$ cat config.mk
export PLATFORM = sky130hd
export DESIGN_NAME = nglu_eval
export DESIGN_NICKNAME = d
export VERILOG_FILES = /design/src/hw/rtl/nglu_pkg.sv /design/src/hw/rtl/nglu_eval.sv
export SDC_FILE = /design/constraint.sdc
export NUM_CORES = 1
export LEC_CHECK = 0
export BUFFER_PORTS_ARGS = -buffer_cell sky130_fd_sc_hd__buf_2
export CAP_MARGIN = 20
export CORE_ASPECT_RATIO = 1.25
export CORE_MARGIN = 8
export CORE_UTILIZATION = 40
export CTS_CLUSTER_SIZE = 16
export DETAILED_ROUTE_END_ITERATION = 12
export HOLD_SLACK_MARGIN = 0.05
export SLEW_MARGIN = 20
export SYNTH_ARGS = -nofsm -noshare
export SYNTH_HDL_FRONTEND = slang
export SYNTH_SLANG_ARGS = --single-unit
$ cat constraint.sdc
create_clock -name clk_i -period 9.7 [get_ports clk_i]
set_input_delay 1.455 -clock clk_i [delete_from_list [all_inputs] [get_ports clk_i]]
set_output_delay 1.455 -clock clk_i [all_outputs]
set_load 0.05 [all_outputs]
$ cat src/hw/rtl/nglu_pkg.sv
// Shared types and codes for the nearest grid index lookup block.
// Holds the request and result structs, command, status and register codes.
// No dependencies.
`default_nettype none

package nglu_pkg;

  // Request: load a grid entry or query the nearest index.
  typedef struct packed {
    logic               command;
    logic [9:0]         entry_slot;
    logic signed [31:0] sample_value;
  } nglu_in_t;

  typedef struct packed {
    logic [10:0] nearest_index;
    logic [2:0]  lookup_status;
  } nglu_out_t;

  localparam logic CMD_LOAD  = 1'b0;
  localparam logic CMD_QUERY = 1'b1;

  localparam logic [2:0] LS_FOUND    = 3'd0;
  localparam logic [2:0] LS_BELOW    = 3'd1;
  localparam logic [2:0] LS_ABOVE    = 3'd2;
  localparam logic [2:0] LS_EMPTY    = 3'd3;
  localparam logic [2:0] LS_UNSORTED = 3'd4;

  localparam int unsigned CFG_IDX_W  = 1;
  localparam int unsigned CFG_DATA_W = 11;
  localparam logic [CFG_IDX_W-1:0] REG_ENTRY_COUNT = 1'd0;
  localparam logic [CFG_IDX_W-1:0] REG_INSIDE_MODE = 1'd1;

  typedef enum logic [1:0] {
    ST_IDLE,
    ST_SCAN,
    ST_RESOLVE
  } nglu_state_e;

  // Per-step qualifiers for the scan evaluator.
  typedef struct packed {
    logic run;
    logic first;
    logic scan_k;
    logic scan_d;
    logic check_order;
    logic last;
  } nglu_step_t;

endpackage

`default_nettype wire

$ cat src/hw/rtl/nglu_eval.sv
// Scan evaluator: watches the ring head one entry per cycle and keeps the
// bracketing, nearest-distance and order summaries, then forms the result.
// Depends on nglu_pkg.
`default_nettype none

module nglu_eval #(
  parameter int unsigned TABLE_DEPTH = 1024,
  parameter int unsigned VALUE_WIDTH = 32
) (
  input  wire                                   clk_i,
  input  wire                                   rst_ni,
  input  nglu_pkg::nglu_step_t                  ctl_i,
  input  wire [$clog2(TABLE_DEPTH)-1:0]         step_i,
  input  wire [$clog2(TABLE_DEPTH+1)-1:0]       count_i,
  input  wire                                   inside_i,
  input  wire signed [VALUE_WIDTH-1:0]          x_i,
  input  wire signed [VALUE_WIDTH-1:0]          head_i,
  input  wire signed [VALUE_WIDTH-1:0]          nxt_i,
  output nglu_pkg::nglu_out_t                   result_o
);
  import nglu_pkg::*;

  localparam int unsigned IW = $clog2(TABLE_DEPTH);
  localparam int unsigned VW = VALUE_WIDTH;

  logic signed [VW-1:0] g0_q, glast_q, gk_q, gk1_q;
  logic [IW-1:0]        k_q, best_q;
  logic [VW:0]          d_q;
  logic                 sorted_q;

  logic signed [VW:0] diff;
  logic [VW:0]        dist_abs;
  logic               closer;
  logic               breaks;

  always_comb begin
    diff     = {x_i[VW-1], x_i} - {head_i[VW-1], head_i};
    dist_abs = diff[VW] ? (~diff + 1'b1) : diff;
    // Strictly nearer wins; an equal distance moves up unless entry 0 holds it.
    closer   = (dist_abs < d_q) || ((dist_abs == d_q) && (best_q != '0));
    breaks   = ctl_i.check_order && (nxt_i < head_i);
  end

  always_ff @(posedge clk_i or negedge rst_ni) begin
    if (!rst_ni) begin
      sorted_q <= 1'b1;
    end else if (ctl_i.run) begin
      if (ctl_i.first) begin
        sorted_q <= !breaks;
      end else if (breaks) begin
        sorted_q <= 1'b0;
      end
    end
  end

  always_ff @(posedge clk_i) begin
    if (ctl_i.run) begin
      if (ctl_i.first) begin
        g0_q   <= head_i;
        gk_q   <= head_i;
        gk1_q  <= nxt_i;
        k_q    <= '0;
        d_q    <= dist_abs;
        best_q <= '0;
      end else begin
        if (ctl_i.scan_k && (head_i <= x_i)) begin
          gk_q  <= head_i;
          gk1_q <= nxt_i;
          k_q   <= step_i;
        end
        if (ctl_i.scan_d && closer) begin
          d_q    <= dist_abs;
          best_q <= step_i;
        end
      end
      if (ctl_i.last) begin
        glast_q <= head_i;
      end
    end
  end

  logic signed [VW:0] lo_gap, hi_gap;
  logic [31:0]        idx;

  always_comb begin
    lo_gap = {x_i[VW-1], x_i} - {gk_q[VW-1], gk_q};
    hi_gap = {gk1_q[VW-1], gk1_q} - {x_i[VW-1], x_i};
    idx    = 32'd0;
    result_o.lookup_status = LS_FOUND;
    if (count_i == '0) begin
      result_o.lookup_status = LS_EMPTY;
    end else if (sorted_q) begin
      if (x_i < g0_q) begin
        if (inside_i) result_o.lookup_status = LS_BELOW;
        else idx = 32'd1;
      end else if (x_i > glast_q) begin
        if (inside_i) result_o.lookup_status = LS_ABOVE;
        else idx = 32'(count_i);
      end else if (count_i == 1) begin
        idx = 32'd1;
      end else begin
        idx = 32'(k_q) + 32'd1 + ((lo_gap > hi_gap) ? 32'd1 : 32'd0);
      end
    end else if (inside_i) begin
      result_o.lookup_status = LS_UNSORTED;
    end else begin
      idx = 32'(best_q) + 32'd1;
    end
    result_o.nearest_index = idx[10:0];
  end

endmodule

`default_nettype wire
Yosys cells after proc, flatten, opt, wreduce, memory -nomap -nowiden --
Index checks and enable logic that the tools add are counted.
Cells by class: $add $sub $neg 7, reductions and logical operators 16, equal/unequal tests 2, mux-type cells 27, $lt $le $gt $ge 6, bitwise logic cells 1
Operators by type and width (number):
- 32-bit 2-to-1 mux | 4
- 33-bit 2-to-1 mux | 3
- 32-bit by 32-bit subtractor with 33-bit output | 3
- 11-bit 2-to-1 mux | 7
- 32-bit < comparator | 2
- 33-bit by 1-bit adder with 33-bit output (second input constant) | 1
- 33-bit equality test | 1
- 33-bit > comparator | 1
- 33-bit < comparator | 1
- 33-bit inverter | 1
- 32-bit > comparator | 1
- 32-bit less-or-equal comparator | 1
- 10-bit by 1-bit adder with 11-bit output (second input constant) | 2
- 10-bit 2-to-1 mux | 2
- 3-bit 2-to-1 mux | 4
- 11-bit by 1-bit adder with 11-bit output | 1
- 11-bit by 1-bit equality test with 1-bit output (second input constant) | 1
- 11-bit logical NOT | 1
- 2-bit AND reduction | 5
- 10-bit nonzero test | 1
- 2-bit nonzero test | 3
- 1-bit 2-to-1 mux | 5
- 1-bit logical AND | 4
- 2-bit 2-to-1 mux | 2
- 2 further kinds | 2
Storage, ports and cells: register bits 182, word-level logic and storage cells 67, output and inout port bits 14, input port bits 126

Depth between registers and ports, before layout --
depth after elaboration 10, depth in mapped cells 33, gate-level depth less buffers 33

Worst setup path before layout --
No wires, ideal clock.
path type input to output, start point in x_i[1], end point out result_o[11] (netlist bit), setup slack 1.311 ns, required time 8.245 ns, path buffers 0, arrival time 6.934 ns, stages 32, cell sequence inv_1 > ha_1 > nor2b_1 > o21ai_0 > a21boi_0 > o31a_1 > a41o_1 > a21oi_1 > o21bai_1 > a21o_1 > a21o_1 > a2111oi_0 > nor3_1 > ha_1 > a21o_1 > a21o_1 > a21o_1 > a21oi_1 > nor2b_1 > o21ai_0 > nand2b_1 > a21oi_1 > a21boi_0 > o31a_1 > o21ai_0 > ha_1 > inv_1 > ha_1 > and3_1 > xor2_1 > a221oi_1 > nor2_1
RTL lines:
- from (decl) | RTL line nglu_eval.sv:16 | input wire signed [VALUE_WIDTH-1:0] x_i,
- to (decl) | RTL line nglu_eval.sv:19 | output nglu_pkg::nglu_out_t result_o

==> metrics.md <==
| Metric | Value |
|---|---|
| Flop-to-flop setup slack | `between 6 and 7 ns` |
| Fraction of registers with async set/reset | `less than 1%` |
| Hold-fix buffers, CTS | `0` |
| CTS buffer count | `17` |
| Largest family of logic cells by synthesized area | `adder cells` |
| Count of state elements after synthesis | `about 180` |
| Tmin final | `9.14 ns` |
| Arrival @ worst endpoint | `7.68 ns` |
| Post-synth cell types | `92` |
| Die X | `194 um` |
| Top-level port count | `140` |
| # port buffers | `139` |
| Setup Fix Bufs, Post-CTS | `0` |
| Worst-Margin Slew | `1.09 ns` |
| Initial DRC Count | `approximately 730` |
| Share of layout cells above drive strength 1 | `12.0%` |
| WL/cell | `around 19 um` |
| Die ar. | `46500 um2` |
| Clk slew on worst S/H paths | `0.07 ns` |
| Post-Syn Nets | `2022` |
| Setup tns final | `0 ns` |
| Final worst-path cycle share | `approximately 94%` |
| Gr usage total | `18.5%` |
| Final ANT Viol Nets | `0` |
| Adder-cell share of the synthesized area | `21.0%` |
| Longest Clk Path Bufs | `2` |
| Design area | `17800 um2` |
| Max-slew violation count | `0` |
| Mean post-synth cell area | `9.76 um2` |
| Leak | `8.49 nW` |
| Worst VDD drop | `0.131 mV` |
| Core box area | `between 30000 and 40000 um2` |
| Final nets | `2175` |
| # DRC | `0` |
| Worst Hold Class | `flop to flop` |
| Initial antenna violation count | `4` |
| Gr ovfl total | `0` |
| Pin count of the biggest net entering global routing | `75` |
| Max_cap viols | `0` |
| Power per Cell Area | `170 nW/um2` |
| Worst-path maximum fanout | `7` |
| First drt pass iteration count | `5` |
| Initial Util | `roughly 41%` |
| Int Pwr | `approximately 1.9 mW` |
| Clock Skew | `around 0.0072 ns` |
| Total Wirelength | `43400 um` |
| Root buf cell | `clkbuf_16` |
| Yosys warns | `0` |
| Rows | `around 80` |
| Final Wtd Congestion | `0.910` |
| Most used cell, CP | `a21o_1` |
| Switching share of power | `37.9%` |
| Simple-Gate Fraction of Synth Area | `12.8%` |
| Compound-Gate Fraction of Synth Area | `between 10% and 20%` |
| Reg power frac | `34.7%` |
| TritonCTS clock tree | `yes` |
| Synth Instances | `1631` |
| Dpl hpwl | `35700 um` |
| Largest stage delay, worst path | `0.40 ns` |
| FILL cells | `3679` |
| Die H | `between 200 and 250 um` |
| CTS resizes | `0` |
| Post-synth EDFFs | `181` |
| Clock share of power | `22.6%` |
| CP max stage cell | `a2111oi_1` |
| Synth Area in XOR/XNOR | `6.76%` |
| Clock sinks | `182` |
| Data required time of the worst path | `just over 8 ns` |
| Maximum operating frequency | `109 MHz` |
| Register area share after synthesis | `between 30 and 40%` |
| Crit path kind | `primary input to output port` |
| Post-synth top flop | `edfxtp_1` |
| Combinational share of power | `42.7%` |
| Global-route wire length before repair | `around 67000 um` |
| Dpl cell area | `17200 um2` |
| Final Hold Viols | `0` |
| Via count | `12500` |
| Critical Path End Type | `output port` |
| Synthesis-to-layout area growth | `11.8%` |
| Final setup vio count | `0` |
| Sw Pwr | `1.15 mW` |
| Status | `finished, final reports clean` |
| Worst-skew pair later-pin latency | `0.46 ns` |
| H-tree depth | `4` |
| DR vias/cell | `5.42` |
| Mux share of post-synthesis cell area | `0.189%` |
| Vias in the first global route | `12400` |
| Worst Setup Start Kind | `primary input` |
| Relative slew margins | `27.5%` |
| Synth Cell Area | `15900 um2` |
| RSZ-0062 raised after global routing | `false` |
[per-stage QoR]
step | power [mW] | std cells | worst slack [ns] | hold WS (ns) | util [%]
final | 3.03 | 2298 | 0.563 | 0.619 | 45.4
after global routing | 3.25 | 2298 | 0.00354 | 0.666 | 45.4
after CTS | 3.05 | 2295 | 0.339 | 0.619 | 45.4
after detailed placement | 2.36 | 2263 | 0.376 | 0.607 | 43.9
after global placement | 2.33 | 2263 | 0.441 | 0.605 | 43.9
after floorplan | 2.02 | 1631 | 1.31 | 0.662 | -
[sequential cells by signal (all words and copies together), names as in the netlist]
name	flops
best_q	10
gk1_q	32
d_q	33
k_q	10
gk_q	32
g0_q	32
glast_q	32
sorted_q	1
[metal layers]
| metal | vias up | GRT usage [%] | share of wire, % | wire length [um] |
|---|---|---|---|---|
| li1 | 6286 | - | - | - |
| met2 | 239 | 32.3 | 49 | 21300 |
| met3 | 62 | 2.73 | 3.5 | 1540 |
| met1 | 5877 | 22.1 | 44 | 18900 |
| met5 | - | 0 | 0.025 | 11 |
| met4 | 2 | 8.60 | 3.8 | 1670 |
[power groups by stage]
stage	sequential [mW]	clock, mW	combinational [mW]
2_1_floorplan	1.06	0	0.961
3_3_place_gp	1.07	0	1.27
3_5_place_dp	1.07	0	1.29
4_1_cts	1.05	0.698	1.30
5_1_grt	1.06	0.724	1.46
6_report	1.05	0.686	1.30
[cells in the mapped netlist (all sizes together) (6+ instances only)]
cell type  instances  area (um2)
edfxtp           181        5440
clkbuf             7        36.3
a211oi             7        57.6
a21oi            114         574
and4               9        78.8
and2              10        66.3
a31oi             18         113
nand2             59         221
a21o             115         872
nor3              30         166
nand4             43         269
nand3             30         155
or3                8        51.3
a21boi             9        78.8
o21a              18         135
and3              13        81.3
o21ai             72         372
o21bai             9        67.6
ha               262        3280
nor2              86         323
o211ai             7        52.6
o31a               7        61.3
nor2b             32         200
inv              234         878
nand2b            23         144
a222oi             6        60.1
a211o              6        52.6
nor4              14         115
xnor2             74         656
xor2              48         420
[cell families (layout without fill, tap and decap cells)]
family                     Yosys count  after routing
other                                0              3
buffers and inverters              246            412
AOI/OAI and AO/OA                  437            437
muxes                                3              3
adders and majority gates          265            265
and+or+nand+nor                    376            376
DFF                                182            182
xor gates and xnor gates           122            122
[worst paths after layout]
| path | start | to | depth (start not counted) |
|---|---|---|---|
| setup reg to reg | d_q[1]$_DFFE_PP_ | best_q[9]$_SDFFCE_PP0P_ | 13 |
| min in group asynchronous | rst_ni | sorted_q$_DFFE_PN1P_ | 1 |
| max in group asynchronous | rst_ni | sorted_q$_DFFE_PN1P_ | 1 |
| setup / recovery | x_i[1] | result_o[11] | 35 |
| hold reg to reg | sorted_q$_DFFE_PN1P_ | sorted_q$_DFFE_PN1P_ | 2 |
| hold / removal | sorted_q$_DFFE_PN1P_ | sorted_q$_DFFE_PN1P_ | 2 |
[critical path, delay by kind of cell]
kind | cells | cell delay [ns]
compound gates | 19 | 3.80
xor+xnor | 1 | 0.14
buf+inv | 5 | 0.74
simple gates | 6 | 0.67
fa+ha+maj | 4 | 0.89
[final cells by class]
type,instances,area [um2],share of cell area [%]
inverters,235,882,4.95
clock buffers,17,425,2.39
multi-input cells,1203,9520,53.5
well taps,498,623,3.50
flip-flops and latches,182,5460,30.7
repair buffers,145,746,4.19
clock inverters,15,138,0.773
diodes,3,7.51,0.0422
[cell usage in the layout (no fill, tap or decap), drive strengths merged, types with 19 or more instances in the layout]
cell and count:
a21o 115, a21oi 114, buf 143, clkbuf 19, edfxtp 181, ha 262
inv 242, nand2 59, nand2b 23, nand3 30, nand4 43, nor2 86
nor2b 32, nor3 30, o21ai 72, xnor2 74, xor2 48
No activity file was read; power rests on OpenSTA's default activity.
