$ cat src/hw/rtl/nglu_cell.sv
// One cell of the rotating grid ring: holds a single grid entry.
// Takes a load directly or the value of its neighbour when the ring turns.
// No dependencies.
`default_nettype none

module nglu_cell #(
  parameter int unsigned VALUE_WIDTH = 32
) (
  input  wire                          clk_i,
  input  wire                          rst_ni,
  input  wire                          shift_i,
  input  wire                          load_i,
  input  wire signed [VALUE_WIDTH-1:0] load_val_i,
  input  wire signed [VALUE_WIDTH-1:0] next_val_i,
  output logic signed [VALUE_WIDTH-1:0] val_o
);

  logic signed [VALUE_WIDTH-1:0] val_q;

  always_ff @(posedge clk_i or negedge rst_ni) begin
    if (!rst_ni) begin
      val_q <= '0;
    end else if (load_i) begin
      val_q <= load_val_i;
    end else if (shift_i) begin
      val_q <= next_val_i;
    end
  end

  assign val_o = val_q;

endmodule

`default_nettype wire

$ cat config.mk
export PLATFORM = sky130hd
export DESIGN_NAME = nglu_cell
export DESIGN_NICKNAME = d
export VERILOG_FILES = /design/src/hw/rtl/nglu_cell.sv
export SDC_FILE = /design/constraint.sdc
export NUM_CORES = 1
export LEC_CHECK = 0
export BUFFER_PORTS_ARGS = -buffer_cell sky130_fd_sc_hd__buf_2
export CORE_MARGIN = 2
export CORE_UTILIZATION = 30
export DETAILED_ROUTE_END_ITERATION = 6
export HOLD_SLACK_MARGIN = 0.02
export PLACE_DENSITY = 0.68
export SYNTH_ARGS = -nofsm -noshare
export SYNTH_HDL_FRONTEND = slang
export SYNTH_SLANG_ARGS = --single-unit
$ cat constraint.sdc
create_clock -name clk_i -period 0.8 [get_ports clk_i]
set_clock_uncertainty 0.1 [all_clocks]
set_input_delay 0.16 -clock clk_i [delete_from_list [all_inputs] [get_ports clk_i]]
set_output_delay 0.16 -clock clk_i [all_outputs]
set_load 0.02 [all_outputs]
Word-level counts from Yosys, hierarchy flattened
Cells that the tools add are included.
Cells by class
  muxes and demuxes: 2
  reduce and logical (&&, ||, !) cells: 1
Operator list (count)
  $mux W32: 2
  $reduce_bool A2 Y1: 1
Word-level totals
  register bits after elaboration: 32
  bits of input ports: 68
  output and inout port bits: 32
  word-level logic and storage cells: 4

Longest topological paths before layout
Gate-level depths: netlist of run 1.
  depth in word-level cells: 2
  depth in mapped cells: 4
  depth with buffers taken out: 2

Least setup slack after synthesis of run 1
No wires, ideal clock.
  path kind: input-to-reg
  start: input shift_i
  end: register val_q[11], in the netlist val_o[11]
  library setup time: 120 ps
  arrival time: 673 ps
  required time: 580 ps
  slack: -93 ps
  stages on the path: 4
  cells stage by stage: buf_6 -> buf_12 -> mux2i_1 -> o21ai_2
Between the ends
  longest elaborated chain between the ends: 1
Ends and longest elaborated chain
  start: declaration: RTL line 11  | input wire shift_i,
  $reduce_bool A2 Y1 (no source line)
  end signal: assignment: RTL line 24  | val_q <= load_val_i;
  end signal: assignment: RTL line 26  | val_q <= next_val_i;
  end: declaration: RTL line 18  | logic signed [VALUE_WIDTH-1:0] val_q;
No other way between the ends.
A chain may end at the register's enable or synchronous reset.

Final worst setup path of run 1
  start: register val_q[18], in the netlist val_o[18]
  end: output val_o[18]
RTL lines
  end: declaration: RTL line 15  | output logic signed [VALUE_WIDTH-1:0] val_o
No word-level cell between the ends.

==> flow_summary_export.csv, run 1 <==
group,metric,value,unit
logic_synthesis,ys_ff_latch,32,
placed_design,place_ws,-0.2071,ns
logic_synthesis,synth_nets,207,
cts,htree_num_levels,2,
layout,largest_register_ffs,32,
detailed_routing,wl_met3,260,um
detailed_routing,met1_length,1532,um
global_routing,grt_max_degree,33,
detailed_routing,drt_iter0_markers,57,
detailed_routing,ant_nets,0,
cts,cts_hold_buffers,1,
detailed_routing,wl_met2,1898,um
logic_synthesis,async_reset_ff_frac,1.000,
layout,fillers,433,
logic_synthesis,yosys.area.top_type,"dfrtp_1",
worst_setup_path,path_max_fanout,2,
die,rows,25,
worst_setup_path,cp-end-kind,"output pin",
global_routing,grt_first_pass_wirelength,5761,um
logic_synthesis,yosys_warnings,0,
worst_setup_path,cp-start-kind,"flip-flop",
die,core_area,4786,sq um
detailed_routing,post-route-drc-count,0,
layout,nNetsFinal,313,
logic_synthesis,synthDistinctLibCells,9,
pwr,max-vdd-ir-drop,0.7561,mV
worst_setup_path,crit_arrival,0.83,ns
layout,fin_util,0.5203,
worst_setup_path,critPathKind,"reg2out",
cts,clk_latency,0.27,ns
hold_path,holdPathEnd,"val_o[1]",
cts,clk_path_buf_depth,2,
sta,setup_ws,-0.2928,ns
worst_setup_path,r2r_end,"val_o[26]",
worst_setup_path,crit_required,0.54,ns
sta,slew_viol_final,0,
placed_design,place_congestion,0.6956,
worst_setup_path,slowest_delay,0.42,ns
run,drv_cap,0,
global_routing,grt_overflow,0,
layout,layout-drive-gt1-share,0.6138,
sta,period_share,1.366,
detailed_routing,wl_per_cell,11.90,um
die,die-area,5636,sq um
logic_synthesis,synthFlopType,"dfrtp_1",
detailed_routing,firstDrtPassIters,3,
worst_setup_path,crit_family,"flip-flops",
logic_synthesis,synth-seq-area-share,0.5285,
detailed_routing,topRoutingLayerUsed,"met4",
cts,cts_root_buf,"clkbuf_8",
global_routing,grt_pass1_vias,1328,
die,io_pins,100,
hold_path,hp-start,"load_val_i[1]",
hold_path,hp-class,"in2reg",
detailed_routing,wl,3726,um
sta,setup_viol,64,
worst_setup_path,r2r_start,"val_o[26]",
sta,worst_slew_pin_slew,0.2125,ns
sta,finalHoldViolations,8,
run_status,violations,"negative hold slack, negative setup slack",
run_status,status,"finished, violations left",
logic_synthesis,synthTopCellsByArea,"dfrtp_1 (53%), mux2i_1 (21%), o21ai_1 (9.2%)",
logic_synthesis,synth-edff-count,0,
die,die_y,75.07,um
sta,clock.fmax,915.1,MHz
sta,setup_tns,-10.22,ns
cts,cts_made_buffers,5,
sta,holdWs,-0.008643,ns
worst_setup_path,r2r_slack,-0.21,ns
placed_design,dpl_cell_area,2123,sq um
detailed_routing,vias,1368,
cts,cts_tree,"built",
pwr,p_per_area,1823,nW/um^2
detailed_routing,routed_via_density,4.371,
logic_synthesis,synth_top_area_share,0.5285,
worst_setup_path,cpMaxStageDelayCell,"dfrtp_2",
layout,finish.instance_area,2490,sq um
placed_design,dpl.hpwl,2652,um
cts,cts_num_sinks,32,
worst_setup_path,cp.buffers_inverters,1,
worst_setup_path,worstPathCellList,"buf_6",
layout,syn_to_final_growth,64.33,%
cts,clk_pin_slew,0.06,ns
hold_path,hold_depth,3,
sta,rsz0062_at_grt,"true",
die,start_util,0.3166,
logic_synthesis,syn_avg_cell_area,10.90,sq um
sta,period_needed,1.093,ns
global_routing,antenna_found_initial,0,
logic_synthesis,synth_area,1515,sq um
sta,timing.slew.headroom,0.8583,
placed_design,port_buffers,99,
logic_synthesis,synthCells,139,
die,dieWidth,75.07,um
layout,antenna_cells,0,
logic_synthesis,ys_top_cells_by_count,"dfrtp_1 (32), mux2i_1 (32), nand2_1 (32)",
worst_setup_path,r2r_cells,3,
pwr,leakagePower,1.241,nW
global_routing,grt_usage,0.1346,
-- stage by stage --
stage | total power, mW | hold slack (ns) | cells
after floorplan | 2.433 | -0.2356 | 139
after global placement | 2.809 | 0.02928 | 300
after detailed placement | 2.824 | 0.03184 | 300
after CTS | 4.589 | -0.02062 | 312
after global routing | 4.793 | -0.01717 | 313
final | 4.538 | -0.008643 | 313
-- layer usage --
| layer | vias up | global-route usage |
|---|---|---|
| met2 | 56 | 0.2398 |
| met4 | 0 | 0.04167 |
| met3 | 6 | 0.03748 |
| met5 | - | 0 |
| met1 | 622 | 0.1562 |
| li1 | 684 | - |
-- worst min-delay path: cells and delay by family --
family | cells | cell delay, ns
buffers and inverters | 1 | 0.07
AOI/OAI and AO/OA | 1 | 0.06
and+or+nand+nor | 1 | 0.04
-- cell usage in the layout, fill, tap and decap left out, drive strengths merged --
cell / count
bufinv: 1
clkbuf: 6
buf: 109
dfrtp: 32
o21ai: 32
nand2: 32
mux2i: 32
clkinv: 1
dlygate4sd3: 1
-- cell type report --
cell class                      instances  area [sq um]  share of cell area
Clock buffer                            6         72.57             0.02915
Clock inverter                          2         35.03             0.01407
Multi-Input combinational cell         96         611.8              0.2457
Sequential cell                        32         840.8              0.3377
Tap cell                               67         83.83             0.03367
Timing Repair Buffer                  110         845.8              0.3397
-- what timing repair did --
action | CTS | global route
hold endpoints to repair | 63 | 14
pin swaps | 2 | 8
endpoints found under the setup margin | 63 | 64
buffers inserted | 3 | 1
resized for setup | 68 | 3
-- worst max path at each step --
| stage | from | to | slack (ns) | cells after the start |
|---|---|---|---|---|
| 6_report | val_o[18] | val_o[18] | -0.29 | 1 |
| 5_1_grt | val_o[18] | val_o[18] | -0.33 | 1 |
| 4_1_cts | val_o[17] | val_o[17] | -0.30 | 1 |
| 3_5_place_dp | shift_i | val_o[31] | -0.21 | 4 |
| 3_3_place_gp | shift_i | val_o[31] | -0.18 | 4 |
| 2_1_floorplan | shift_i | val_o[11] | -0.07 | 4 |
-- cell families (layout without fill, tap and decap cells) --
family | Yosys count | count (layout) | share of synthesized area
compound gates | 32 | 32 | 0.1107
buf+inv | 11 | 118 | 0.07019
flops | 32 | 32 | 0.5285
mux | 32 | 32 | 0.2114
simple gates | 32 | 32 | 0.07928
-- power breakdown --
part / internal (mW) / leakage [nW] / switching [mW]
logic: 0.622 / 0.835 / 0.521
registers: 1.80 / 0.351 / 0.120
clock network: 0.923 / 0.0552 / 0.556
(Power assumes the default switching activity.)
==> run 2, diff against run 1 <==
==> constraint.sdc (replaced) <==
create_clock -name clk_i -period 1 [get_ports clk_i]
set_clock_uncertainty 0.1 [all_clocks]
set_input_delay 0.2 -clock clk_i [delete_from_list [all_inputs] [get_ports clk_i]]
set_output_delay 0.2 -clock clk_i [all_outputs]
set_load 0.02 [all_outputs]
==> run 2 against run 1 <==
Effect of this change: the run ends with negative setup slack left; non-clock buffer count is 7 higher; register-to-register slack better by 0.13 ns; total power is 26% lower; clock power is 40% lower; routed wire length is 4.1% higher; global-route usage is 0.30 points higher; cell count is 1.9% higher; highest routed layer unchanged.
==> flow_summary_export.csv, run 2 (synthesis results as in run 1) <==
group,metric,value,unit
run_status,status,"finished, violations left",
run_status,violations,"negative setup slack",
detailed_routing,vias,1386,
global_routing,grt_overflow,0,
detailed_routing,drt_iter0_markers,38,
layout,fillers,444,
cts,cts_num_sinks,32,
detailed_routing,firstDrtPassIters,2,
worst_setup_path,cp-start-kind,"flip-flop",
detailed_routing,ant_nets,0,
placed_design,port_buffers,99,
global_routing,antenna_found_initial,0,
pwr,p_per_area,1357,nW/um^2
layout,largest_register_ffs,32,
detailed_routing,routed_via_density,4.345,
sta,setup_tns,-3.459,ns
sta,worst_slew_pin_slew,0.1765,ns
sta,slew_viol_final,0,
die,io_pins,100,
global_routing,grt_pass1_vias,1345,
sta,setup_viol,34,
cts,clk_path_buf_depth,2,
layout,multi_input_area,608.1,sq um
die,core_area,4786,sq um
layout,syn_to_final_growth,63.25,%
worst_setup_path,crit_family,"flip-flops",
die,die-area,5636,sq um
global_routing,grt_usage,0.1376,
hold_path,hp-class,"in2reg",
layout,nNetsFinal,320,
sta,clock.fmax,887.5,MHz
pwr,max-vdd-ir-drop,0.6678,mV
worst_setup_path,path_max_fanout,2,
die,start_util,0.3166,
layout,fin_util,0.5169,
layout,finalNonFillerCells,319,
die,dieWidth,75.07,um
run,drv_cap,0,
placed_design,dp_cells,299,
placed_design,place_congestion,0.6869,
die,rows,25,
sta,period_share,1.127,
global_routing,grt_max_degree,35,
cts,clk_pin_slew,0.06,ns
worst_setup_path,slowest_delay,0.40,ns
sta,rsz0062_at_grt,"true",
placed_design,dpl.hpwl,2700,um
global_routing,grt_first_pass_wirelength,5858,um
cts,cts_tree,"built",
layout,antenna_cells,0,
die,die_y,75.07,um
pwr,leakagePower,1.301,nW
worst_setup_path,cp-end-kind,"output pin",
worst_setup_path,cpMaxStageDelayCell,"dfrtp_1",
detailed_routing,wl_per_cell,12.16,um
sta,period_needed,1.127,ns
detailed_routing,post-route-drc-count,0,
layout,seqCellArea,800.8,sq um
cts,htree_num_levels,2,
cts,cts_root_buf,"clkbuf_8",
detailed_routing,wl,3878,um
worst_setup_path,crit_required,0.70,ns
sta,finalHoldViolations,0,
worst_setup_path,crit_arrival,0.83,ns
cts,clk_latency,0.27,ns
worst_setup_path,worstPathCellList,"buf_6",
worst_setup_path,critPathKind,"reg2out",
layout,most-common-layout-cells,"buf_2 (67), buf_6 (34), mux2i_1 (32), nand2_1 (32), dfrtp_1 (32)",
layout,final_common_cell,"buf_2",
layout,layout-drive-gt1-share,0.4921,
worst_setup_path,cp.buffers_inverters,1,
sta,timing.slew.headroom,0.8789,
cts,cts_made_buffers,5,
sta,setup_ws,-0.1268,ns
[run 2: changes by cell type in the layout (fill, tap and decap cells not counted), sizes merged]
cell | before | now
bufinv | 1 | 0
buf | 109 | 116
[run 2: path summary, 6_finish.rpt]
path	startpoint	to	slack (ns)	cells past startpoint
min in group asynchronous	rst_ni	val_o[8]	0.31	3
max in group asynchronous	rst_ni	val_o[23]	0.32	3
max reg2reg	val_o[17]	val_o[17]	-0.08	4
min reg2reg	val_o[16]	val_o[16]	0.47	2
max	val_o[17]	val_o[17]	-0.13	1
min	load_val_i[6]	val_o[6]	0.03	3
[run 2: layer usage]
layer,vias up,GRT usage,share of wire
met1,623,0.1537,0.40
met2,52,0.2456,0.52
met5,-,0,0
li1,703,-,-
met3,8,0.04819,0.066
met4,0,0.04167,0.014
[run 2: what timing repair did]
| action | CTS | global route |
|---|---|---|
| setup endpoints to repair | 32 | 34 |
| hold endpoints to repair | 32 | 0 |
| hold buffers | 1 | 0 |
| gates resized for setup | 64 | 4 |
| pin swaps | 0 | 2 |
| buffers inserted | 6 | 6 |
[run 2: metrics by stage]
step	hold WS [ns]	setup WS [ns]	instance area (sq um)	total power, mW
floorplan	-0.1956	0.06673	1515	1.917
global placement	0.07632	-0.05442	2088	2.233
detailed placement	0.07772	-0.09606	2088	2.247
CTS	0.02091	-0.1292	2421	3.376
global route	0.02330	-0.1554	2474	3.561
finish	0.03300	-0.1268	2474	3.356
[run 2: report_power, final]
group          switching, mW  leakage (nW)  internal [mW]  total [mW]
clock                  0.420        0.0410          0.472       0.892
combinational          0.429         0.874          0.526       0.955
sequential            0.0938         0.386           1.42        1.51
total                  0.942          1.30           2.41        3.36
[run 2: area by class of cell]
| class | instances | share of cell area |
|---|---|---|
| clock inverters | 1 | 0.002023 |
| multi-input cells | 96 | 0.2458 |
| flip-flops and latches | 32 | 0.3237 |
| repair buffers | 117 | 0.3652 |
| well taps | 67 | 0.03389 |
| clock buffers | 6 | 0.02934 |
[run 2: worst min-delay path: cells and delay by family]
kind,cells,cell delay (ns)
buf+inv,1,0.08
simple gates,1,0.05
compound gates,1,0.05
==> run 3, diff against run 2 <==
--- a/config.mk
+++ b/config.mk
@@ -5,6 +5,7 @@
 export SDC_FILE = /design/constraint.sdc
 export NUM_CORES = 1
 export LEC_CHECK = 0
+export ABC_AREA = 1
 export BUFFER_PORTS_ARGS = -buffer_cell sky130_fd_sc_hd__buf_2
 export CORE_MARGIN = 2
 export CORE_UTILIZATION = 30
==> run 3 against run 2 <==
Effect of this change: the run still ends with negative setup slack left; worst hold slack gained 0.0038 ns; sequential share of layout area is 0.26 points higher; critical path depth is the same; total power grew 4.0%; fmax rose by 0.71%; largest cell class unchanged.
==> flow_summary_export.csv, run 3 <==
group,metric,value,unit
layout,final_common_cell,"buf_2",
layout,fillers,460,
detailed_routing,vias,1608,
layout,largest_register_ffs,32,
detailed_routing,routed_via_density,4.530,
run_status,status,"finished, violations left",
die,core_area,4786,sq um
logic_synthesis,yosys.area.top_type,"dfrtp_1",
logic_synthesis,synth-seq-area-share,0.5316,
pwr,p_per_area,1423,nW/um^2
sta,rsz0062_at_grt,"true",
sta,setup_viol,32,
die,start_util,0.3148,
layout,antenna_cells,0,
global_routing,grt_usage,0.1514,
worst_setup_path,cp.buffers_inverters,1,
cts,clk_pin_slew,0.06,ns
logic_synthesis,ys_top_cells_by_count,"nand2_1 (64), nand3_1 (64), dfrtp_1 (32)",
die,io_pins,100,
die,die_y,74.86,um
worst_setup_path,cp-end-kind,"output pin",
pwr,max-vdd-ir-drop,0.9020,mV
cts,cts_made_buffers,5,
logic_synthesis,ys_ff_latch,32,
logic_synthesis,async_reset_ff_frac,1.000,
placed_design,port_buffers,99,
sta,holdWs,0.03678,ns
worst_setup_path,path_max_fanout,2,
sta,period_needed,1.119,ns
layout,nNetsFinal,356,
global_routing,grt_overflow,0,
run,drv_cap,0,
sta,timing.slew.headroom,0.7910,
logic_synthesis,synthCells,176,
sta,worst_slew_pin_slew,0.3135,ns
worst_setup_path,r2r_start,"val_o[2]",
die,dieWidth,74.86,um
layout,layout-drive-gt1-share,0.4410,
logic_synthesis,yosys_warnings,0,
detailed_routing,ant_nets,0,
die,rows,25,
placed_design,dpl.hpwl,2957,um
detailed_routing,wl,4244,um
sta,finalHoldViolations,0,
worst_setup_path,cpMaxStageDelayCell,"dfrtp_1",
sta,clock.fmax,893.8,MHz
worst_setup_path,cp-start-kind,"flip-flop",
layout,seqCellArea,800.8,sq um
layout,syn_to_final_growth,62.87,%
worst_setup_path,crit_arrival,0.82,ns
cts,clk_path_buf_depth,2,
worst_setup_path,crit_start,"val_o[23]",
worst_setup_path,slowest_delay,0.40,ns
run_status,violations,"negative setup slack",
logic_synthesis,synthFlopType,"dfrtp_1",
cts,cts_tree,"built",
detailed_routing,firstDrtPassIters,4,
sta,slew_viol_final,0,
sta,setup_tns,-3.338,ns
logic_synthesis,synth_top_area_share,0.5316,
worst_setup_path,critPathKind,"reg2out",
die,die-area,5604,sq um
detailed_routing,post-route-drc-count,0,
global_routing,antenna_found_initial,0,
pwr,leakagePower,1.292,nW
worst_setup_path,worstPathCellList,"buf_6",
hold_path,hp-start,"load_val_i[12]",
logic_synthesis,synth_area,1506,sq um
detailed_routing,wl_per_cell,11.95,um
worst_setup_path,crit_required,0.70,ns
hold_path,hp-class,"in2reg",
global_routing,grt_first_pass_wirelength,6451,um
logic_synthesis,synth-edff-count,0,
detailed_routing,drt_iter0_markers,81,
sta,period_share,1.119,
global_routing,grt_pass1_vias,1482,
global_routing,grt_max_degree,33,
cts,cts_num_sinks,32,
logic_synthesis,synth_nets,244,
logic_synthesis,synthDistinctLibCells,8,
logic_synthesis,syn_avg_cell_area,8.559,sq um
cts,htree_num_levels,2,
worst_setup_path,crit_family,"flip-flops",
placed_design,place_congestion,0.7153,
logic_synthesis,synthTopCellsByArea,"dfrtp_1 (53%), nand3_1 (21%), nand2_1 (16%)",
cts,clk_latency,0.27,ns
layout,fin_util,0.5127,
sta,setup_ws,-0.1188,ns
layout,multi_input_area,580.6,sq um
layout,most-common-layout-cells,"buf_2 (67), nand2_1 (64), nand3_1 (64)",
cts,cts_root_buf,"clkbuf_8",
## run 3: changes by cell type in the layout (fill, tap and decap cells not counted), sizes merged
cell	before	now
nand3	0	64
mux2i	32	0
nand2	32	64
o21ai	32	0
buf	116	118
clkbuf	6	7
clkinv	1	0
inv	0	1
nor2	0	1
## run 3: layer usage
| layer | global-route usage | vias to the layer above | routed length, um |
|---|---|---|---|
| li1 | - | 801 | - |
| met1 | 0.1842 | 739 | 1797 |
| met2 | 0.2593 | 61 | 2121 |
| met3 | 0.03481 | 7 | 264 |
| met4 | 0.05952 | 0 | 61 |
| met5 | 0 | - | 0 |
## run 3: cells by family after synthesis
kind of cell / count (synthesis) / synth area share
buffers and inverters: 15 / 0.08306
and+or+nand+nor: 129 / 0.3854
DFF: 32 / 0.5316
## run 3: what timing repair did
item | CTS | global route
buffers inserted | 8 | 4
resized for setup | 64 | 0
hold endpoints to repair | 32 | 0
endpoints found under the setup margin | 32 | 32
hold buffers | 1 | 0
gates cloned | 0 | 0
## run 3: area by class of cell
class / count / area share
Sequential cell: 32 / 0.3264
Tap cell: 67 / 0.03417
Timing Repair Buffer: 119 / 0.3610
Clock buffer: 7 / 0.03927
Multi-Input combinational cell: 129 / 0.2366
Inverter: 1 / 0.002550
## run 3: power breakdown
part	internal, mW	switching, mW	leakage, nW
Sequential	1.42	0.0934	0.388
Combinational	0.486	0.440	0.854
Clock	0.612	0.443	0.0503
Total	2.52	0.976	1.29
## run 3: path summary, 6_finish.rpt
kind                                  end  slack (ns)  cells after the start
max in group asynchronous       val_o[29]        0.32                      3
worst max register to register   val_o[2]        0.03                      4
min in group asynchronous        val_o[6]        0.30                      3
worst max-delay path            val_o[23]       -0.12                      1
worst min-delay path            val_o[12]        0.04                      3
worst min register to register  val_o[10]        0.40                      2
## run 3: worst reg2reg max path: cells and delay by family (launching register included)
family	cells	cell delay, ns
AND/OR/NAND/NOR	2	0.11
flip-flops	1	0.40
buffers and inverters	2	0.26
## run 3: per-stage QoR
stage / area (sq um) / setup slack, ns / instances / power (mW)
floorplan: 1506 / 0.1275 / 176 / 1.894
global placement: 2057 / 0.002376 / 335 / 2.213
detailed placement: 2057 / -0.03600 / 335 / 2.221
CTS: 2424 / -0.1283 / 351 / 3.510
global route: 2454 / -0.1475 / 355 / 3.650
finish: 2454 / -0.1188 / 355 / 3.492
